[src/hw/rtl/dtc_ram.sv]
// Generic single-port-write, single-port-read RAM with registered read data.
`default_nettype none
module dtc_ram #(
  parameter int unsigned WIDTH = 32,
  parameter int unsigned DEPTH = 32,
  localparam int unsigned AW = (DEPTH > 1) ? $clog2(DEPTH) : 1
) (
  input  wire logic                  clk_i,
  input  wire logic                  we_i,
  input  wire logic [AW-1:0]         waddr_i,
  input  wire logic [WIDTH-1:0]      wdata_i,
  input  wire logic                  re_i,
  input  wire logic [AW-1:0]         raddr_i,
  output logic      [WIDTH-1:0]      rdata_o
);
  logic [WIDTH-1:0] mem_q [DEPTH];
  logic [WIDTH-1:0] rdata_q;

  always_ff @(posedge clk_i) begin
    if (we_i) begin
      mem_q[waddr_i] <= wdata_i;
    end
    if (re_i) begin
      rdata_q <= mem_q[raddr_i];
    end
  end

  assign rdata_o = rdata_q;
endmodule
`default_nettype wire

[config.mk]
export PLATFORM = sky130hd
export DESIGN_NAME = dtc_ram
export DESIGN_NICKNAME = d
export VERILOG_FILES = /design/src/hw/rtl/dtc_ram.sv
export SDC_FILE = /design/constraint.sdc
export NUM_CORES = 1
export LEC_CHECK = 0
export BUFFER_PORTS_ARGS = -buffer_cell sky130_fd_sc_hd__buf_2
export CORE_MARGIN = 5
export CORE_UTILIZATION = 40
export CTS_CLUSTER_SIZE = 20
export DETAILED_ROUTE_END_ITERATION = 10
export SKIP_CTS_REPAIR_TIMING = 1
export SLEW_MARGIN = 20
export SYNTH_ARGS = -nofsm -noshare
export SYNTH_HDL_FRONTEND = slang
export SYNTH_SLANG_ARGS = --single-unit
[constraint.sdc]
create_clock -name clk_i -period 2.9 [get_ports clk_i]
set_clock_uncertainty 0.15 [all_clocks]
set_input_delay 0.29 -clock clk_i [delete_from_list [all_inputs] [get_ports clk_i]]
set_output_delay 0.29 -clock clk_i [all_outputs]
set_load 0.01 [all_outputs]
==> Word level (Yosys, flattened, before mapping) <==
Memories as Yosys holds them, arrays and structs flattened. A register that Yosys moved wholly into a read port is not among the register bits.
Index checks and enable logic that the tools add are counted.
{ "word_totals": {"ff_bits": 0, "latchBits": 0, "ramBits": 1024, "mem_bits_ro": 0, "out_inout_bits": 32, "elab_cells": 3, "memories": 1} }
{ "op_classes": {"add_sub_neg": 0, "n_mul": 0, "div_mod_pow": 0, "n_lt_le_gt_ge": 0, "eq_ne": 0, "shift": 0, "muxes": 2, "n_bitwise": 0, "reduce_logical": 0} }
{ "mem_list": {"columns": ["memory", "depth", "word_bits", "rd", "rd_ports_with_merged_regs", "wr", "line_no", "source"], "rows": [
  ["mem_q", 32, 32, 1, 1, 1, "16", "logic [WIDTH-1:0] mem_q [DEPTH];"]
]} }
{ "op_table": {"columns": ["cell", "count"], "rows": [
  ["$mux W1", 2]
]} }

==> Logic depth before layout (Yosys ltp) <==
{ "logic_depth": {"depth_word": 2, "mapped_depth": 8, "ltp_nobuf": 5} }

==> Worst setup path after synthesis <==
Ideal clock, no wire load.
{ "synth_timing": {"kind": "input to register", "from": "input port waddr_i[1]", "to": "memory mem_q[12][0], enable pin", "setup_time_ns": 0.421, "arrival_time_ns": 2.303, "required_time_ns": 2.329, "slack_ns": 0.026, "stages": 3, "n_path_buf": 1, "cell_sequence": "or3b_2 > clkbuf_1 > nor2_1"} }
{ "synth_lines": {"columns": ["item", "line_no", "source"], "rows": [
  ["from (decl)", "10", "input wire logic [AW-1:0] waddr_i,"],
  ["to (decl)", "16", null]
]} }
Straight into the memory's write port.

==> summary.md <==
| Metric | Value |
|---|---|
| PwrDens | `668 mW/mm2` |
| Arrival time at the worst endpoint | `2.02 ns` |
| Fraction of post-synthesis cell area in the top cell type by area | `0.777` |
| Post-route DRC violation count | `0` |
| Rows | `approximately 120` |
| Synth Register Bits | `1056` |
| Final period demand of the worst path | `1.82 ns` |
| Post-synth top flop | `edfxtp_1` |
| Required @ worst endpoint | `between 3 and 4 ns` |
| Overflow left after global routing | `0` |
| Pre-CTS setup slack | `0.443 ns` |
| Most common cell after layout, fill and taps aside | `edfxtp_1` |
| Fraction of the yosys area taken by sequential cells | `0.777` |
| Pwr Total | `0.0317 W` |
| Post-synthesis instance area | `just over 0.04 mm2` |
| Number of buffers added on ports | `76` |
| Clock insertion delay at the later pin of the skew report | `0.67 ns` |
| Detailed-placement wirelength estimate | `57500 um` |
| Average instance area after synthesis | `approximately 18 um2` |
| Pin count of the biggest net entering global routing | `59` |
| Share of flip-flops with an asynchronous set or reset after synthesis | `0` |
| Unrepaired setup endpoints after global routing | `false` |
| Worst Path Max Fanout | `23` |
| Worst setup startpoint | `raddr_i[2]` |
| Horiz. Die Dim | `~330 um` |
| DRC marker count from the first detailed-route iteration | `1924` |
| Violations in the final reports | `negative hold slack` |
| Number of unique standard cell types used by synthesis | `24` |
| Last weighted congestion value of the routability-driven placer | `0.782` |
| Summed negative setup slack over all endpoints | `0 ns` |
| Leading cell types in the layout, fill and taps excluded | `edfxtp_1, mux2i_1, clkbuf_16, nand3_1, nand2_1` |
| Kind of critical path | `input port to flip-flop` |
| Number of detailed-route iterations in the first pass | `5` |
| Area overhead of the layout relative to synthesis | `16.4%` |
| Fill cell count | `8558` |
| Number of cell instances on the worst register-to-register path | `4` |
| DIE AREA | `0.109 mm2` |
| Hold WC Path Type | `input port to flip-flop` |
| Number of nets produced by synthesis | `2305` |
| First-pass GRT wire length | `150000 um` |
| Die height | `329 um` |
| TritonCTS clock tree | `done` |
| Number of global-route vias before repair | `about 21000` |
| Post-detailed-route count of antenna-violating nets | `0` |
| Area after detailed placement | `0.0440 mm2` |
| Slew at the pin closest to its max-slew limit | `0.716 ns` |
| Antenna violations before repair | `7` |
| Worst IR Drop VDD | `around 0.00058 V` |
| Total of endpoints with negative setup slack in the final report | `0` |
| Start of the worst register-to-register path | `mem_q[18][16]` |
| YS warnings | `0` |
| Via-per-instance ratio | `5.49` |
| Depth of the worst hold-timing path | `1` |
| Fin nets | `2510` |
| Worst rel slew slack | `0.523` |
| Boundary pin count | `77` |
| Overall via count from detail_route | `21527` |
| Worst hold slack after final layout | `-0.00840 ns` |
| Top post-synthesis cells by area | `edfxtp_1, mux2i_1, a22oi_1` |
| Core area | `0.102 mm2` |
| Share of cells above drive strength 1 | `0.153` |
| Fin. max-slew vios | `0` |
| Clock Sink Count | `1056` |
| Leakage power | `16.4 nW` |
| Final design instance area without fill | `~0.048 mm2` |
| Maximum buffer depth of the clock tree | `3` |
| Category of the worst setup path launch point | `input port` |
| Max cap viols | `0` |
| Starting Density | `0.402` |
| Post-detailed-route wirelength per cell | `between 20 and 30 um` |
| Synthesized instance count | `2260` |
| Post-synth top area cell | `edfxtp_1` |
| Part of the cycle the worst path needs | `0.627` |
| Clock Tree Root | `clkbuf_16` |
| Clock-pin slew of the registers on the worst-case setup and hold paths | `0.06 ns` |
| Startpoint of the tightest hold check path | `wdata_i[10]` |
| Hold Fails Final Rpt | `16` |
| TritonCTS Buffers | `roughly 100` |
| Outcome | `finished with violations` |
| Routed wire length | `104000 um` |
| F_max | `about 550 MHz` |
| Worst setup margin | `about 1.1 ns` |
| Overall track demand over capacity in global routing | `0.189` |
| Number of H-tree branching levels | `3` |
| Post-synth EDFFs | `1056` |
| Worst setup EP type | `flip-flop` |
[power by group]
group	internal (W)	switching [W]	total, W	leakage (nW)
clock	0.00728	0.00565	0.0129	1.60
combinational	0.000596	0.00110	0.00169	5.31
sequential	0.0170	0.0000771	0.0171	9.54
[metal layers]
layer  routed length, um  vias up  GRT usage
li1                    -     9447          -
met1               44200    11190      0.260
met2               51000      744      0.316
met3                6910      146     0.0332
met4                2190        0     0.0478
met5                   0        -          0
[worst paths after layout]
check	endpoint	slack [ns]
hold reg to reg	rdata_o[25]	0.51
setup / recovery	rdata_o[19]	1.08
hold / removal	mem_q[21][10]	-0.008
setup reg to reg	rdata_o[16]	1.15
[cells by family (layout without fill, tap and decap cells)]
group	Yosys count	in the layout	synth area share
compound gates	288	288	0.0481
buf+inv	127	416	0.0185
flops	1056	1056	0.777
mux	512	512	0.126
other cells	0	6	0
simple gates	277	277	0.0308
[final cells by class]
type                            count  area (um2)  area share
Clock buffer                      122        2690      0.0567
Tap cell                         1368        1710      0.0360
Clock inverter                     68         597      0.0126
Timing Repair Buffer              226        2170      0.0457
Multi-Input combinational cell   1077        8610       0.181
Antenna cell                        6        15.0    0.000316
Sequential cell                  1056       31700       0.668
[critical path: stages]
cell and delay, ns:
buf_2 0.14, and2b_4 0.61, buf_4 0.35, a22o_1 0.16, nor3_1 0.06, a31oi_1 0.20, nand3_1 0.20
[metrics by stage]
step,cells,util,hold WS [ns]
finish,3923,0.468,-0.00840
global route,3917,0.467,0.000913
floorplan,2260,-,0.239
detailed placement,3706,0.433,0.509
CTS,3896,0.465,-0.0840
global placement,3706,0.433,0.504
[state kept, by name, indices dropped and copies added (netlist names)]
signal and cells:
rdata_o 32, mem_q 1024
[Yosys cell counts (3+ instances only)]
master / count
a31oi_1: 32
buf_2: 26
or3b_2: 3
buf_6: 15
clkbuf_1: 46
mux2i_1: 512
buf_4: 33
nor2_1: 34
a21oi_1: 96
buf_1: 5
edfxtp_1: 1056
nor3_1: 32
nand3_1: 98
a22oi_1: 96
a22o_1: 64
nand2_1: 98
nand3b_1: 5
Note: power is estimated with default switching activity, not from simulation.
