File: config.mk
export PLATFORM = sky130hd
export DESIGN_NAME = dtc_seq
export DESIGN_NICKNAME = d
export VERILOG_FILES = /design/src/hw/rtl/dtc_pkg.sv /design/src/hw/rtl/dtc_cmp.sv /design/src/hw/rtl/dtc_seq.sv
export SDC_FILE = /design/constraint.sdc
export NUM_CORES = 1
export LEC_CHECK = 0
export ABC_AREA = 1
export BUFFER_PORTS_ARGS = -buffer_cell sky130_fd_sc_hd__buf_2
export CAP_MARGIN = 40
export CELL_PAD_IN_SITES_DETAIL_PLACEMENT = 1
export CELL_PAD_IN_SITES_GLOBAL_PLACEMENT = 1
export CORE_MARGIN = 2
export CORE_UTILIZATION = 30
export CTS_CLUSTER_SIZE = 14
export DETAILED_ROUTE_END_ITERATION = 8
export PLACE_DENSITY = 0.74
export REMOVE_ABC_BUFFERS = 1
export SLEW_MARGIN = 25
export SYNTH_ARGS = -nofsm -noshare
export SYNTH_HDL_FRONTEND = slang
export SYNTH_SLANG_ARGS = --single-unit
File: constraint.sdc
create_clock -name clk_i -period 2.11 [get_ports clk_i]
set_clock_uncertainty 0.1 [all_clocks]
set_input_delay 0.3165 -clock clk_i [delete_from_list [all_inputs] [get_ports clk_i]]
set_output_delay 0.3165 -clock clk_i [all_outputs]
set_load 0.01 [all_outputs]
File: src/hw/rtl/dtc_pkg.sv
// Shared types and constants of the decision tree classifier.
`default_nettype none
package dtc_pkg;

  localparam int unsigned OPCODE_W   = 2;
  localparam int unsigned TARGET_W   = 8;
  localparam int unsigned FEAT_IDX_W = 8;
  localparam int unsigned KIND_W     = 2;
  localparam int unsigned CLASS_W    = 8;
  localparam int unsigned STATUS_W   = 3;
  localparam int unsigned NCOUNT_W   = 9;
  localparam int unsigned FCOUNT_W   = 6;
  localparam int unsigned CFG_IDX_W  = 1;
  localparam int unsigned CFG_DATA_W = 9;

  // Node word bits that do not depend on the value width.
  localparam int unsigned NODE_FIXED_W = FEAT_IDX_W + KIND_W + 2 * (TARGET_W + 1);

  localparam logic [OPCODE_W-1:0] OP_WRITE_NODE = 2'd0;
  localparam logic [OPCODE_W-1:0] OP_WRITE_FEAT = 2'd1;
  localparam logic [OPCODE_W-1:0] OP_CLASSIFY   = 2'd2;

  localparam logic [KIND_W-1:0] KIND_REAL    = 2'd0;
  localparam logic [KIND_W-1:0] KIND_BINNOM  = 2'd1;
  localparam logic [KIND_W-1:0] KIND_NOMINAL = 2'd2;

  localparam logic [CFG_IDX_W-1:0] CFG_NODE_COUNT = 1'd0;
  localparam logic [CFG_IDX_W-1:0] CFG_FEAT_COUNT = 1'd1;

  typedef enum logic [STATUS_W-1:0] {
    ST_OK         = 3'd0,
    ST_BAD_FEAT   = 3'd1,
    ST_NOMINAL    = 3'd2,
    ST_NODE_RANGE = 3'd3,
    ST_BAD_KIND   = 3'd4,
    ST_STEP_LIMIT = 3'd5
  } dtc_status_e;

  typedef struct packed {
    logic                valid;
    logic [CLASS_W-1:0]  class_id;
    dtc_status_e         status;
  } dtc_result_t;

endpackage
`default_nettype wire

File: src/hw/rtl/dtc_cmp.sv
// Shared compare unit: less-or-equal for real nodes, equality for binary nodes.
`default_nettype none
module dtc_cmp #(
  parameter int unsigned VALUE_WIDTH = 32
) (
  input  wire logic signed [VALUE_WIDTH-1:0] feature_i,
  input  wire logic signed [VALUE_WIDTH-1:0] threshold_i,
  input  wire logic                          is_equal_i,
  output logic                               take_le_o
);
  always_comb begin
    if (is_equal_i) begin
      take_le_o = (feature_i == threshold_i);
    end else begin
      take_le_o = (feature_i <= threshold_i);
    end
  end
endmodule
`default_nettype wire

File: src/hw/rtl/dtc_seq.sv
// Tree walk sequencer: node fetch, feature fetch, compare and branch.
`default_nettype none
module dtc_seq #(
  parameter int unsigned MAX_NODES    = 256,
  parameter int unsigned MAX_FEATURES = 32,
  parameter int unsigned VALUE_WIDTH  = 32,
  parameter int unsigned STEP_LIMIT   = 256,
  localparam int unsigned NODE_AW = (MAX_NODES > 1) ? $clog2(MAX_NODES) : 1,
  localparam int unsigned FEAT_AW = (MAX_FEATURES > 1) ? $clog2(MAX_FEATURES) : 1,
  localparam int unsigned NODE_W  = dtc_pkg::NODE_FIXED_W + VALUE_WIDTH
) (
  input  wire logic                              clk_i,
  input  wire logic                              rst_ni,
  input  wire logic                              classify_i,
  input  wire logic [dtc_pkg::NCOUNT_W-1:0]      node_count_i,
  input  wire logic [dtc_pkg::FCOUNT_W-1:0]      feature_count_i,
  output logic                                   node_re_o,
  output logic      [NODE_AW-1:0]                node_raddr_o,
  input  wire logic [NODE_W-1:0]                 node_rdata_i,
  output logic                                   feat_re_o,
  output logic      [FEAT_AW-1:0]                feat_raddr_o,
  input  wire logic [VALUE_WIDTH-1:0]            feat_rdata_i,
  output logic                                   busy_o,
  output dtc_pkg::dtc_result_t                   result_o
);
  localparam int unsigned TW      = dtc_pkg::TARGET_W;
  localparam int unsigned GT_T    = 0;
  localparam int unsigned GT_C    = GT_T + TW;
  localparam int unsigned LE_T    = GT_C + 1;
  localparam int unsigned LE_C    = LE_T + TW;
  localparam int unsigned THR     = LE_C + 1;
  localparam int unsigned KIND    = THR + VALUE_WIDTH;
  localparam int unsigned FEAT    = KIND + dtc_pkg::KIND_W;
  localparam int unsigned STEP_W  = $clog2(STEP_LIMIT + 1);

  typedef enum logic [1:0] {
    S_IDLE,
    S_CHECK,
    S_NODE,
    S_FEAT
  } state_e;

  state_e                            state_q;
  logic [TW-1:0]                     ptr_q;
  logic [STEP_W-1:0]                 steps_q;
  dtc_pkg::dtc_result_t              result_q;

  logic [dtc_pkg::FEAT_IDX_W-1:0]    nd_feat;
  logic [dtc_pkg::KIND_W-1:0]        nd_kind;
  logic signed [VALUE_WIDTH-1:0]     nd_thr;
  logic                              nd_le_c;
  logic [TW-1:0]                     nd_le_t;
  logic                              nd_gt_c;
  logic [TW-1:0]                     nd_gt_t;
  logic                              node_in_range;
  logic                              step_done;
  logic                              feat_bad;
  logic                              take_le;
  logic                              br_is_class;
  logic [TW-1:0]                     br_target;

  assign nd_gt_t = node_rdata_i[GT_T +: TW];
  assign nd_gt_c = node_rdata_i[GT_C];
  assign nd_le_t = node_rdata_i[LE_T +: TW];
  assign nd_le_c = node_rdata_i[LE_C];
  assign nd_thr  = node_rdata_i[THR +: VALUE_WIDTH];
  assign nd_kind = node_rdata_i[KIND +: dtc_pkg::KIND_W];
  assign nd_feat = node_rdata_i[FEAT +: dtc_pkg::FEAT_IDX_W];

  assign node_in_range = (dtc_pkg::NCOUNT_W'(ptr_q) < node_count_i) &&
                         (32'(ptr_q) < MAX_NODES);
  assign step_done     = (steps_q == STEP_W'(STEP_LIMIT));
  assign feat_bad      = (dtc_pkg::FEAT_IDX_W'(feature_count_i) <= nd_feat) ||
                         (32'(nd_feat) >= MAX_FEATURES);

  dtc_cmp #(
    .VALUE_WIDTH (VALUE_WIDTH)
  ) u_cmp (
    .feature_i   (feat_rdata_i),
    .threshold_i (nd_thr),
    .is_equal_i  (nd_kind == dtc_pkg::KIND_BINNOM),
    .take_le_o   (take_le)
  );

  assign br_is_class = take_le ? nd_le_c : nd_gt_c;
  assign br_target   = take_le ? nd_le_t : nd_gt_t;

  assign node_re_o    = (state_q == S_CHECK) && node_in_range && !step_done;
  assign node_raddr_o = NODE_AW'(ptr_q);
  assign feat_re_o    = (state_q == S_NODE) && !feat_bad &&
                        ((nd_kind == dtc_pkg::KIND_REAL) || (nd_kind == dtc_pkg::KIND_BINNOM));
  assign feat_raddr_o = FEAT_AW'(nd_feat);

  always_ff @(posedge clk_i or negedge rst_ni) begin
    if (!rst_ni) begin
      state_q         <= S_IDLE;
      ptr_q           <= '0;
      steps_q         <= '0;
      result_q.valid  <= 1'b0;
      result_q.class_id <= '0;
      result_q.status <= dtc_pkg::ST_OK;
    end else begin
      result_q.valid <= 1'b0;
      unique case (state_q)
        S_IDLE: begin
          if (classify_i) begin
            ptr_q   <= '0;
            steps_q <= '0;
            state_q <= S_CHECK;
          end
        end
        S_CHECK: begin
          if (!node_in_range) begin
            result_q <= '{valid: 1'b1, class_id: '0, status: dtc_pkg::ST_NODE_RANGE};
            state_q  <= S_IDLE;
          end else if (step_done) begin
            result_q <= '{valid: 1'b1, class_id: '0, status: dtc_pkg::ST_STEP_LIMIT};
            state_q  <= S_IDLE;
          end else begin
            steps_q <= steps_q + 1'b1;
            state_q <= S_NODE;
          end
        end
        S_NODE: begin
          if (feat_bad) begin
            result_q <= '{valid: 1'b1, class_id: '0, status: dtc_pkg::ST_BAD_FEAT};
            state_q  <= S_IDLE;
          end else begin
            unique case (nd_kind)
              dtc_pkg::KIND_REAL, dtc_pkg::KIND_BINNOM: begin
                state_q <= S_FEAT;
              end
              dtc_pkg::KIND_NOMINAL: begin
                result_q <= '{valid: 1'b1, class_id: '0, status: dtc_pkg::ST_NOMINAL};
                state_q  <= S_IDLE;
              end
              default: begin
                result_q <= '{valid: 1'b1, class_id: '0, status: dtc_pkg::ST_BAD_KIND};
                state_q  <= S_IDLE;
              end
            endcase
          end
        end
        S_FEAT: begin
          if (br_is_class) begin
            result_q <= '{valid: 1'b1, class_id: br_target, status: dtc_pkg::ST_OK};
            state_q  <= S_IDLE;
          end else begin
            ptr_q   <= br_target;
            state_q <= S_CHECK;
          end
        end
        default: begin
          state_q <= S_IDLE;
        end
      endcase
    end
  end

  assign busy_o   = (state_q != S_IDLE);
  assign result_o = result_q;
endmodule
`default_nettype wire

-- Word level (Yosys, flattened, before mapping)
Index checks and enable logic that the tools add are counted.
- $add $sub $neg: 1
- multiply operators: 0
- divide/modulo/power cells: 0
- $lt $le $gt $ge: 4
- equal/unequal tests: 14
- shift-type cells: 0
- mux-type cells: 23
- bitwise operators: 0
- reduce and logical (&&, ||, !) cells: 18
- operators by type and width (kind ; count):
    $mux 12 ; 4
    $pmux 12 s3 ; 1
    $eq 32x32->1 ; 1
    $le 32x32->1 ; 1
    $mux 9 ; 3
    $mux 8 ; 3
    $pmux 12 s2 ; 1
    $pmux 9 s2 ; 1
    $pmux 8 s2 ; 1
    $mux 2 ; 5
    $ne 2x2->1 const B ; 5
    $add 9x1->9 const B ; 1
    $eq 9x9->1 const B ; 1
    $lt 8x9->1 ; 1
    $ge 8x6->1 const B ; 1
    $le 6x8->1 ; 1
    $pmux 2 s4 ; 1
    $reduce_and 4->1 ; 2
    $eq 2x2->1 const B ; 3
    $ne 3x3->1 const B ; 2
    $reduce_bool 2->1 ; 3
    $eq 2x1->1 const B ; 2
    $logic_and 1x1->1 ; 4
    $logic_not 2->1 ; 2
    other kinds (6) ; 10
- register bits after elaboration: 31
- latch bits: 0
- bits in writable memories: 0
- bits in read-only memories: 0
- output and inout port bits: 28
- logic and storage cells: 66
- memories kept: 0

-- Logic depth before layout (Yosys ltp)
Gate-level depths: netlist of the first run.
- depth after elaboration: 5
- mapped depth: 22

-- Modules after synthesis
From an unflattened synthesis of the first run, not the netlist that was laid out.
- cell total of the unflattened synthesis: 420
- area, all modules: 3155.5 um2
- modules (own cells, without submodules) (module ; instances ; cells each ; area an instance (um2) ; seq. area each (um2)):
    dtc_seq ; 1 ; 275 ; 2265.9 ; 775.7
    dtc_cmp ; 1 ; 145 ; 889.6 ; 0.0

-- Worst setup path before layout of the first run
Ideal clock, no wire load.
- kind: in2reg
- start: in node_rdata_i[49]
- end: reg ptr_q[3], in the netlist node_raddr_o[3]
- arrival: 2.132 ns
- slack: -0.196 ns
- cell stages on the path: 13
- buffers on the path: 2
- path through: inv_1 > ha_1 > nand2_1 > nor2_2 > nand2_1 > or4_4 > buf_6 > nand3_4 > nand3_4 > nand2_4 > buf_8 > nand2_1 > o21ai_2
- longest elaborated chain between the ends: 5
- ends and longest elaborated chain (element ; RTL line ; RTL):
    start, declared ; dtc_seq.sv:19 ; input wire logic [NODE_W-1:0] node_rdata_i,
    $le 32x32->1 or $eq 32x32->1 (tied branches) ; dtc_cmp.sv:15, dtc_cmp.sv:13 ;
    $mux 1 (*) ; dtc_cmp.sv:12 ; if (is_equal_i) begin
    $mux 8 or $mux 1 (tied branches) ; dtc_seq.sv:86, dtc_seq.sv:85 ;
    $mux 8 or $ne 2x2->1 (tied branches) ; n/a ;
    $pmux 8 s2 or $reduce_and 3->1 (tied branches) ; n/a ;
    end signal, assigned ; dtc_seq.sv:149 ; ptr_q <= br_target;
    end, declared ; dtc_seq.sv:44 ; logic [TW-1:0] ptr_q;
Every way passes the cells marked *; elsewhere a longest branch is shown, timed or not. The select of a mux whose other input is x is not followed.
A chain may end at the register's enable or synchronous reset.

-- Worst setup path in the final report of the first run
- start: in node_rdata_i[30]
- end: reg ptr_q[6], in the netlist node_raddr_o[6]
Same word-level chain as after synthesis.

==> summary.md, run 1 <==
| Metric | Value |
|---|---|
| Design area | `5350 sq um` |
| P per Cell Area | `831 nW/um^2` |
| Worst R2R End | `result_o[8]` |
| Worst-skew pair later-pin latency | `290 ps` |
| Fin. Hold Viols | `0` |
| Initial Util | `30.8%` |
| Cell count after synthesis | `454` |
| Iter 0 DRT Violations | `123` |
| CTS HTree Levels | `2` |
| Full die area | `11,400 sq um` |
| Vias per inst | `4.82` |
| Synth Area in Compound Gates | `10.3%` |
| Largest family of logic cells by synthesized area | `simple AND/OR/NAND/NOR gates` |
| Synth Flop Type | `dfrtp_1` |
| Final wirelength | `12,300 um` |
| Synth top area cells | `dfrtp_1, ha_1, nand2_1, inv_1, nand3_1` |
| Top-area cell type share of the netlist area | `24.5%` |
| Critical Path Source Type | `input port` |
| Critical Path Start | `node_rdata_i[30]` |
| Total chip power | `4450 uW` |
| Hold slack | `302 ps` |
| Die height | `107 um` |
| TNS Setup | `-1470 ps` |
| Max Freq | `449 MHz` |
| PortBufs | `137` |
| # diodes | `0` |
| First-pass GRT wire length | `18,900 um` |
| Slew HR | `52.5%` |
| Worst EP arrival | `2300 ps` |
| Worst setup path endpoint | `node_raddr_o[6]` |
| CP cell instances | `buf_2 -> inv_2 -> ha_1 -> nand2_2 -> nor2_4 -> nand2_2 -> or4_4 -> nand2_4 -> buf_6 -> nand2_4 -> nand3_4 -> nand2_8 -> nand2_2 -> o21ai_1` |
| Reg2Reg Launch Point | `node_raddr_o[6]` |
| Max Cap Violations | `0` |
| Syn-to-layout area delta | `69.2%` |
| Slew Limit Fails | `0` |
| Mux cell area share after synthesis | `0%` |
| Synth async-reset ratio | `100%` |
| Synth Area in Simple Gates | `28.7%` |
| Largest net degree at the start of global routing | `32` |
| Worst path required time | `2180 ps` |
| Post-DP HPWL | `8190 um` |
| WL/cell | `15.9 um` |
| Rows | `37` |
| Slew @ Worst Pin | `713 ps` |
| Sequential area share after synthesis | `24.5%` |
| Vias in the first global route | `4,118` |
| Final Wtd Congestion | `0.819` |
| Number of enable flip-flop cells after synthesis | `0` |
| Routed Antenna Nets | `0` |
| Status | `finished, violations left` |
| Drc violations | `0` |
| CP most frequent cell | `nand2_2` |
| Nets | `803` |
| Reg clk slew, reported paths | `70 ps` |
| Worst setup EP type | `register` |
| Failing checks | `setup timing` |
| Worst Reg-to-Reg Cells | `13` |
| Mean post-synth cell area | `6.96 sq um` |
| GRT Overall Usage | `20.6%` |
| WS Path Type | `input port to register` |
| Initial DRT Pass Iterations | `5` |
| CTS root buffer | `clkbuf_8` |
| Worst-case vdd ir drop | `0.427 mV` |
| Yosys warns | `0` |
| Hold WC Path Type | `input port to register` |
| Synthesized area | `3160 sq um` |
| Vias | `3,751` |
| Fraction of layout cells with a size suffix above 1 | `53.1%` |
| Core Region | `10,300 sq um` |
| Setup violators final | `22` |
| Longest Clk Path Bufs | `2` |
| Cts bufs inserted | `5` |
| RSZ-0062 raised after global routing | `true` |
| Num ports | `138` |
| Critical path fanouts, max | `8` |
| Netlist cell types | `35` |
| Grt total ovfl | `0` |
| Die Wd | `107 um` |
| Final worst slack | `-119 ps` |
| Number of antenna violations at the first check in global routing | `0` |
| Adder-Cell Fraction of Synth Area | `20.6%` |
| P_leak | `0.00291 uW` |
| Final core occ | `52.1%` |
| Number of synthesized register bits | `31` |
| Final Cycle Share | `106%` |
| Clock sinks | `31` |
| Xor-xnor portion of the synthesized cell area | `0.554%` |
| Critical Path Max Stage Delay | `590 ps` |
| Post-DP Area | `4180 sq um` |
| Area leader, netlist | `dfrtp_1` |
| CTS tree | `done` |
| Fin crit period | `2230 ps` |
| FF-to-FF setup slack | `-100 ps` |
| CP max stage cell | `or4_4` |
power breakdown:
part | total (uW) | switching, uW | internal, uW
combinational | 2970 | 1680 | 1290
sequential | 852 | 115 | 736
clock | 626 | 244 | 382
total | 4450 | 2040 | 2410
synthesized netlist by cell type (2+ instances only):
master and number:
xor2_1 2, nor4_1 4, o21ai_0 16, a21oi_1 21, a21o_1 2, nor2_1 28
ha_1 52, dfrtp_1 31, nand2_1 105, nor3b_1 5, nand2_4 3, nor3_1 8
o21ai_1 8, inv_1 103, buf_4 6, buf_6 2, o31ai_1 2, nand3_2 4
nand4_1 5, nand3_4 2, o21ai_2 2, buf_2 2, nand3_1 28, o21a_1 2
routing by layer:
metal | up-vias | part of all wire, % | global-route usage [%]
met1 | 1790 | 38 | 22.3
met4 | 0 | 2.3 | 6.68
met3 | 22 | 5.1 | 3.40
li1 | 1813 | - | -
met5 | - | 0 | 0
met2 | 126 | 54 | 40.3
worst max-delay path, delay by kind of cell:
family          cells  cell delay, ps
fa+ha+maj           1             280
simple gates        9            1380
buf+inv             3             220
compound gates      1              80
registers in the layout (all words and copies together), names as in the netlist:
| register | cells |
|---|---|
| steps_q | 9 |
| state_q | 2 |
| node_raddr_o | 8 |
| result_o | 12 |
timing repair:
item	CTS	global route
setup buffers	12	6
resized for setup	116	76
hold buffers	1	0
cloned	2	0
pin swaps	40	33
hold endpoints to repair	6	0
setup endpoints to repair	30	32
cell type report:
class / count / area, sq um
fill: 1285 / 4930
multi-input combinational: 308 / 2660
timing repair buffer: 191 / 1230
sequential: 31 / 776
inverter: 104 / 400
tap: 136 / 170
clock buffer: 6 / 82.6
clock inverter: 2 / 35.0
per-stage QoR:
stage	setup slack [ps]	cells
finish	-119	778
CTS	-69.7	773
global route	-226	778
floorplan	-216	442
global placement	-400	750
detailed placement	-518	750
placed cells by master, fill, tap and decap left out, drive strengths merged:
| master | netlist | final |
|---|---|---|
| a211oi | 1 | 1 |
| a21boi | 1 | 1 |
| a21o | 2 | 2 |
| a21oi | 21 | 21 |
| a22oi | 1 | 1 |
| buf | 11 | 190 |
| bufinv | 0 | 1 |
| clkbuf | 1 | 6 |
| clkinv | 0 | 1 |
| dfrtp | 31 | 31 |
| dlygate4sd3 | 0 | 1 |
| ha | 52 | 52 |
| inv | 104 | 104 |
| nand2 | 109 | 110 |
| nand3 | 34 | 34 |
| nand4 | 5 | 5 |
| nor2 | 29 | 29 |
| nor3 | 8 | 8 |
| nor3b | 5 | 5 |
| nor4 | 4 | 4 |
| o211ai | 1 | 1 |
| o21a | 2 | 2 |
| o21ai | 26 | 26 |
| o21bai | 1 | 1 |
| o31ai | 2 | 2 |
| or4 | 1 | 1 |
| xor2 | 2 | 2 |
worst min-delay path by stage:
| stage | start | to | slack, ps | cells after the start |
|---|---|---|---|---|
| 2_1_floorplan | rst_ni | node_raddr_o[0] | -80 | 0 |
| 3_3_place_gp | rst_ni | steps_q[1] | 300 | 1 |
| 3_5_place_dp | rst_ni | steps_q[0] | 310 | 1 |
| 4_1_cts | node_rdata_i[50] | result_o[1] | 280 | 4 |
| 5_1_grt | node_rdata_i[50] | result_o[1] | 320 | 4 |
| 6_report | node_rdata_i[50] | result_o[1] | 300 | 4 |
logic make-up after synthesis:
| family | Yosys count |
|---|---|
| xor gates and xnor gates | 2 |
| buffers and inverters | 116 |
| and+or+nand+nor | 195 |
| AOI/OAI and AO/OA | 58 |
| adders and majority gates | 52 |
| DFF | 31 |
(Power assumes the default switching activity.)
==> run 2, diff against run 1 <==
Settings changed: PLACE_DENSITY 0.74 to 0.73, SYNTH_HIERARCHICAL from default to 1.
==> summary.md, run 2 <==
| Metric | Value |
|---|---|
| Status | `finished, violations left (unchanged)` |
| Failing checks | `hold timing, setup timing (was setup timing)` |
| Max FFs per register | `12 (unchanged)` |
| Worst EP arrival | `2350 ps (was 2300 ps)` |
| First-pass GRT wire length | `17,700 um (was 18,900 um)` |
| Sequential power share | `27.1% (was 19.2%)` |
| CP max stage cell | `mux2_4 (was or4_4)` |
| Logic pwr share | `59.6% (was 66.8%)` |
| Final wirelength | `11,300 um (was 12,300 um)` |
| Initial Util | `30.7% (was 30.8%)` |
| Area leader, netlist | `dfrtp_1 (unchanged)` |
| Setup violators final | `20 (was 22)` |
| Syn-to-layout area delta | `59.8% (was 69.2%)` |
| Fin. Hold Viols | `31 (was 0)` |
| Critical Path Source Type | `input port (unchanged)` |
| Most frequent cells in the layout | `buf_2, nand2_1, inv_1, buf_4, dfrtp_1 (was buf_2, inv_1, nand2_1, buf_4, dfrtp_1)` |
| CTS HTree Levels | `2 (unchanged)` |
| Num ports | `138 (unchanged)` |
| Synth top area cells | `dfrtp_1, ha_1, nand2_1, inv_1, a21oi_1 (was dfrtp_1, ha_1, nand2_1, inv_1, nand3_1)` |
| Sequential area share after synthesis | `24.6% (was 24.5%)` |
| Worst-case vdd ir drop | `0.345 mV (was 0.427 mV)` |
| Critical path fanouts, max | `7 (was 8)` |
| Mean post-synth cell area | `7.51 sq um (was 6.96 sq um)` |
| Final core occ | `49.1% (was 52.1%)` |
| Number of antenna violations at the first check in global routing | `2 (was 0)` |
| Die height | `107 um (about the same)` |
| Cts bufs inserted | `5 (unchanged)` |
| Die Wd | `107 um (about the same)` |
| Largest net degree at the start of global routing | `32 (unchanged)` |
| Slew HR | `52.1% (was 52.5%)` |
| Fraction of layout cells with a size suffix above 1 | `53.7% (was 53.1%)` |
| Fin crit period | `2280 ps (was 2230 ps)` |
| Max Cap Violations | `0 (unchanged)` |
| Iter 0 DRT Violations | `80 (was 123)` |
| Slew @ Worst Pin | `719 ps (was 713 ps)` |
| WL/cell | `15.5 um (was 15.9 um)` |
| P_leak | `0.00269 uW (was 0.00291 uW)` |
| Worst path required time | `2180 ps (about the same)` |
| Rows | `37 (unchanged)` |
| CP most frequent cell | `nand2_4 (was nand2_2)` |
| Longest Clk Path Bufs | `2 (unchanged)` |
| CP cell instances | `buf_2 -> inv_2 -> ha_4 -> nand2_4 -> nor2_4 -> nand2_2 -> nor3b_2 -> buf_4 -> nand4_1 -> nand2_4 -> clkinv_4 -> nand2_8 -> a31oi_4 -> nor2_8 -> mux2_4 (was buf_2 -> inv_2 -> ha_1 -> nand2_2 -> nor2_4 -> nand2_2 -> or4_4 -> nand2_4 -> buf_6 -> nand2_4 -> nand3_4 -> nand2_8 -> nand2_2 -> o21ai_1)` |
| Number of synthesized register bits | `31 (unchanged)` |
| Final worst slack | `-171 ps (was -119 ps)` |
| Net Sw Power | `1510 uW (was 2040 uW)` |
| Synth async-reset ratio | `100% (unchanged)` |
| Drc violations | `0 (unchanged)` |
| RSZ-0062 raised after global routing | `true (unchanged)` |
| Routed Antenna Nets | `0 (unchanged)` |
| Post-DP Area | `4060 sq um (was 4180 sq um)` |
| CTS root buffer | `clkbuf_8 (unchanged)` |
| Yosys warns | `6 (was 0)` |
| Hold WC Path Type | `input port to asynchronous set/reset pin (was input port to register)` |
| P per Cell Area | `682 nW/um^2 (was 831 nW/um^2)` |
| Synthesized area | `3160 sq um (about the same)` |
| Most common cell in the netlist | `nand2_1 (unchanged)` |
| PortBufs | `137 (unchanged)` |
| Final Wtd Congestion | `0.803 (was 0.819)` |
| Vias in the first global route | `3,817 (was 4,118)` |
| WS Path Type | `input port to register (unchanged)` |
| Reg clk slew, reported paths | `60 ps (was 70 ps)` |
| Number of enable flip-flop cells after synthesis | `0 (unchanged)` |
| Post-DP HPWL | `8180 um (was 8190 um)` |
| Worst setup EP type | `register (unchanged)` |
| Vias | `3,396 (was 3,751)` |
| Max Freq | `438 MHz (was 449 MHz)` |
| Internal power | `1930 uW (was 2410 uW)` |
| Netlist cell types | `38 (was 35)` |
| Vias per inst | `4.67 (was 4.82)` |
| Worst-skew pair later-pin latency | `290 ps (about the same)` |
| Hold slack | `-14.7 ps (was 302 ps)` |
| Nets | `746 (was 803)` |
| FF-to-FF setup slack | `50 ps (was -100 ps)` |
| Final Cycle Share | `108% (was 106%)` |
| Worst Reg-to-Reg Cells | `12 (was 13)` |
| Worst R2R End | `result_o[7] (was result_o[8])` |
| CTS tree | `done (unchanged)` |
| Slew Limit Fails | `0 (unchanged)` |
| Clock group share of total power | `13.3% (was 14.1%)` |
| Reg2Reg Launch Point | `node_raddr_o[6] (unchanged)` |
| Top-area cell type share of the netlist area | `24.6% (was 24.5%)` |
| Top cells by count, synth | `nand2_1, inv_1, ha_1 (unchanged)` |
| Core Region | `10,300 sq um (unchanged)` |
| Critical Path Max Stage Delay | `320 ps (was 590 ps)` |
| Synth Flop Type | `dfrtp_1 (unchanged)` |
| Cell count after synthesis | `420 (was 454)` |
| Switching part of the total | `43.9% (was 45.9%)` |
| GRT Overall Usage | `19.4% (was 20.6%)` |
| Design area | `5040 sq um (was 5350 sq um)` |
| Full die area | `11,400 sq um (about the same)` |
| Grt total ovfl | `0 (unchanged)` |
| Clock sinks | `31 (unchanged)` |
| Most common cell after layout, fill and taps aside | `buf_2 (unchanged)` |
| Initial DRT Pass Iterations | `4 (was 5)` |
## run 2: how the worst max path moves through the flow
| stage | slack [ps] | depth (start not counted) | startpoint | end |
|---|---|---|---|---|
| floorplan | -510 | 15 | node_rdata_i[49] | node_raddr_o[1] |
| global placement | -540 | 15 | node_rdata_i[41] | node_raddr_o[5] |
| detailed placement | -640 | 15 | node_rdata_i[40] | node_raddr_o[1] |
| CTS | -180 | 15 | feat_rdata_i[20] | node_raddr_o[1] |
| global route | -280 | 15 | node_rdata_i[43] | node_raddr_o[2] |
| finish | -170 | 15 | node_rdata_i[43] | node_raddr_o[1] |
## run 2: repair_timing
action                     4_1_cts  5_1_grt
resized for setup               76       69
buffers inserted                10       10
gates cloned                     0        1
setup endpoints to repair       22       29
hold buffers                     0        0
pin swaps                       39       46
## run 2: logic make-up after synthesis
kind of cell | count (synthesis) | share of synthesized area, %
flops | 31 | 24.6
simple gates | 197 | 31.8
compound gates | 46 | 8.84
mux | 6 | 2.85
xor+xnor | 5 | 1.39
fa+ha+maj | 47 | 18.6
buf+inv | 88 | 11.9
## run 2: critical path: cells and delay by family
family          cells  cell delay (ps)
mux                 1              320
fa+ha+maj           1              280
compound gates      1              120
simple gates        8              950
buf+inv             4              350
## run 2: area by class of cell
type	count	area [sq um]
clock inverter	1	5.00
tap	136	170
multi-input combinational	301	2570
fill	1269	5230
clock buffer	7	76.3
sequential	31	776
inverter	80	328
antenna	1	2.50
timing repair buffer	170	1120
## run 2: through the flow
| stage | setup slack (ps) | cells | total power, uW | TNS (ps) |
|---|---|---|---|---|
| floorplan | -514 | 412 | 1900 | -8140 |
| global placement | -541 | 698 | 2500 | -10180 |
| detailed placement | -641 | 698 | 2570 | -12270 |
| CTS | -175 | 715 | 3240 | -1640 |
| global route | -282 | 727 | 3700 | -4900 |
| finish | -171 | 727 | 3440 | -2130 |
## run 2: power groups by stage
stage	clock network [uW]	registers [uW]	logic, uW
finish	459	931	2050
global route	488	954	2260
CTS	475	931	1830
detailed placement	0	945	1620
global placement	0	939	1560
floorplan	0	970	929
## run 2: metal layers
layer	GRT usage, %	up-vias	share of wire, %
met5	0	-	0
met4	4.64	0	1.9
met3	4.60	16	7.7
met2	38.3	130	54
met1	20.5	1584	37
li1	-	1666	-
==> run 3, diff against run 2 <==
Settings changed: CTS_CLUSTER_DIAMETER from default to 120, PLACE_DENSITY 0.73 to 0.7.
Clock period 2.11 ns to 2.1 ns, I/O delays scaled along.
==> summary.md, run 3 (synthesis gave the netlist of run 2 again) <==
| Metric | Value |
|---|---|
| Worst R2R End | `result_o[1] (was result_o[7])` |
| Post-DP HPWL | `8010 um (was 8180 um)` |
| Max FFs per register | `12 (unchanged)` |
| Vias per inst | `4.66 (was 4.67)` |
| Grt met3 use | `5.27% (was 4.60%)` |
| Final worst slack | `-201 ps (was -171 ps)` |
| Status | `finished, violations left (unchanged)` |
| Worst path required time | `2170 ps (was 2180 ps)` |
| CTS tree | `done (unchanged)` |
| P_leak | `0.00271 uW (was 0.00269 uW)` |
| CTS root buffer | `clkbuf_8 (unchanged)` |
| Most frequent cells in the layout | `buf_2, nand2_1, inv_1, buf_4, dfrtp_1 (unchanged)` |
| Worst setup EP type | `register (unchanged)` |
| CTS HTree Levels | `2 (unchanged)` |
| Worst Reg-to-Reg Cells | `12 (unchanged)` |
| Total chip power | `3640 uW (was 3440 uW)` |
| GRT Overall Usage | `18.0% (was 19.4%)` |
| Worst-skew pair later-pin latency | `290 ps (about the same)` |
| Worst EP arrival | `2370 ps (was 2350 ps)` |
| Slew Limit Fails | `0 (unchanged)` |
| PortBufs | `137 (unchanged)` |
| CP delay by family, top | `simple AND/OR/NAND/NOR gates (unchanged)` |
| CP cell instances | `buf_2 -> ha_4 -> nand2_4 -> nor2_4 -> nand2_2 -> nor3b_4 -> buf_4 -> nand4_1 -> nand2_4 -> clkinv_4 -> nand2_8 -> a31oi_4 -> nor2_8 -> mux2_4 (was buf_2 -> inv_2 -> ha_4 -> nand2_4 -> nor2_4 -> nand2_2 -> nor3b_2 -> buf_4 -> nand4_1 -> nand2_4 -> clkinv_4 -> nand2_8 -> a31oi_4 -> nor2_8 -> mux2_4)` |
| Critical Path Max Stage Delay | `320 ps (about the same)` |
| Die Wd | `107 um (unchanged)` |
| Num ports | `138 (unchanged)` |
| Largest net degree at the start of global routing | `32 (unchanged)` |
| Reg2Reg Launch Point | `node_raddr_o[6] (unchanged)` |
| Vias in the first global route | `3,606 (was 3,817)` |
| Fill cells | `1,284 (was 1,269)` |
| Final wirelength | `10,500 um (was 11,300 um)` |
| Fraction of layout cells with a size suffix above 1 | `52.3% (was 53.7%)` |
| Final core occ | `48.4% (was 49.1%)` |
| Fin crit period | `2300 ps` |
| WS Path Type | `input port to register (unchanged)` |
| Cts bufs inserted | `5 (unchanged)` |
| Setup violators final | `21 (was 20)` |
| Grt peak-use layer | `met2 (unchanged)` |
| Die height | `107 um (unchanged)` |
| Critical Path Source Type | `input port (unchanged)` |
| Critical path fanouts, max | `8 (was 7)` |
| Fin. Hold Viols | `31 (unchanged)` |
| Vias | `3,419 (was 3,396)` |
| Final Wtd Congestion | `0.833 (was 0.803)` |
| Hold slack | `-18.1 ps (was -14.7 ps)` |
| Drc violations | `0 (unchanged)` |
| CP most frequent cell | `nand2_4 (unchanged)` |
| Number of antenna violations at the first check in global routing | `1 (was 2)` |
| Syn-to-layout area delta | `57.5% (was 59.8%)` |
| RSZ-0062 raised after global routing | `true (unchanged)` |
| Nets | `754 (was 746)` |
| Full die area | `11,400 sq um (unchanged)` |
| Initial DRT Pass Iterations | `4 (unchanged)` |
| Reg clk slew, reported paths | `70 ps (was 60 ps)` |
| Worst-case vdd ir drop | `0.362 mV (was 0.345 mV)` |
| Most common cell after layout, fill and taps aside | `buf_2 (unchanged)` |
| Met1 Track Usage GR | `20.1% (was 20.5%)` |
| Hold WC Path Type | `input port to asynchronous set/reset pin (unchanged)` |
| TNS Setup | `-3210 ps (was -2130 ps)` |
| WL/cell | `14.3 um (was 15.5 um)` |
| Met2 GRT Util | `33.3% (was 38.3%)` |
| Slew @ Worst Pin | `727 ps (was 719 ps)` |
| # diodes | `0 (was 1)` |
| Cts hold-fix bufs | `0 (unchanged)` |
| Iter 0 DRT Violations | `81 (was 80)` |
| Longest Clk Path Bufs | `2 (unchanged)` |
| Grt total ovfl | `0 (unchanged)` |
| Max Cap Violations | `0 (unchanged)` |
| Rows | `37 (unchanged)` |
| CP max stage cell | `mux2_4 (unchanged)` |
| Initial Util | `30.7% (unchanged)` |
| Routed Antenna Nets | `0 (unchanged)` |
| Core Region | `10,300 sq um (unchanged)` |
| Clock sinks | `31 (unchanged)` |
| CP bufs+invs | `3 (was 4)` |
| Slew HR | `51.5% (was 52.1%)` |
| First-pass GRT wire length | `16,400 um (was 17,700 um)` |
| Final Cycle Share | `110%` |
| Failing checks | `hold timing, setup timing (unchanged)` |
| Worst slack, placed | `-667 ps (was -641 ps)` |
| FF-to-FF setup slack | `90 ps (was 50 ps)` |
| Max Freq | `435 MHz` |
| P per Cell Area | `732 nW/um^2 (was 682 nW/um^2)` |
## run 3: changes by cell type in the layout (fill, tap and decap cells not counted), sizes merged
cell / delta
buf: +9
bufinv: +1
diode: -1
clkbuf: -2
## run 3: layout make-up
| class | count | area, sq um | share of cell area, % |
|---|---|---|---|
| sequential | 31 | 776 | 15.6 |
| timing repair buffer | 178 | 1100 | 22.1 |
| inverter | 80 | 315 | 6.34 |
| multi-input combinational | 301 | 2490 | 50.2 |
| tap | 136 | 170 | 3.42 |
| clock buffer | 6 | 82.6 | 1.66 |
| clock inverter | 2 | 35.0 | 0.705 |
## run 3: worst max path at each step
stage / depth (start not counted) / from / slack [ps] / end
2_1_floorplan: 15 / node_rdata_i[49] / -520 / node_raddr_o[1]
3_3_place_gp: 15 / node_rdata_i[49] / -570 / node_raddr_o[4]
3_5_place_dp: 15 / node_rdata_i[39] / -670 / node_raddr_o[7]
4_1_cts: 16 / node_rdata_i[39] / -190 / node_raddr_o[4]
5_1_grt: 14 / feat_rdata_i[30] / -330 / node_raddr_o[2]
6_report: 14 / feat_rdata_i[30] / -200 / node_raddr_o[7]
## run 3: metrics by stage
step	std cells	cell area, sq um
final	734	4970
after global routing	734	4970
after CTS	726	4730
after detailed placement	701	4080
after global placement	701	4080
after floorplan	412	3090
## run 3: power by group
group          total (uW)  switching [uW]  leakage (uW)  internal, uW
sequential            942             172      0.000420           770
combinational        2070            1120       0.00223           952
clock                 629             245     0.0000612           384
total                3640            1530       0.00271          2110
## run 3: worst register-to-register path: cells and delay by family, from the launching register on
kind                     cells  cell delay [ps]
AO/OA/AOI/OAI                1              150
adder cells (fa/ha/maj)      1              300
buffers and inverters        2              330
flip-flops                   1              390
AND/OR/NAND/NOR              8              690
## run 3: what timing repair did
item	4_1_cts	5_1_grt
pin swaps	30	21
endpoints found under the setup margin	22	29
resized for setup	64	46
setup buffers	17	10
## run 3: per-layer routing
metal	vias up	part of all wire, %	wire [um]
met3	15	7.9	834
met1	1603	41	4280
met4	0	1.4	144
met5	-	0	0
li1	1682	-	-
met2	119	50	5270
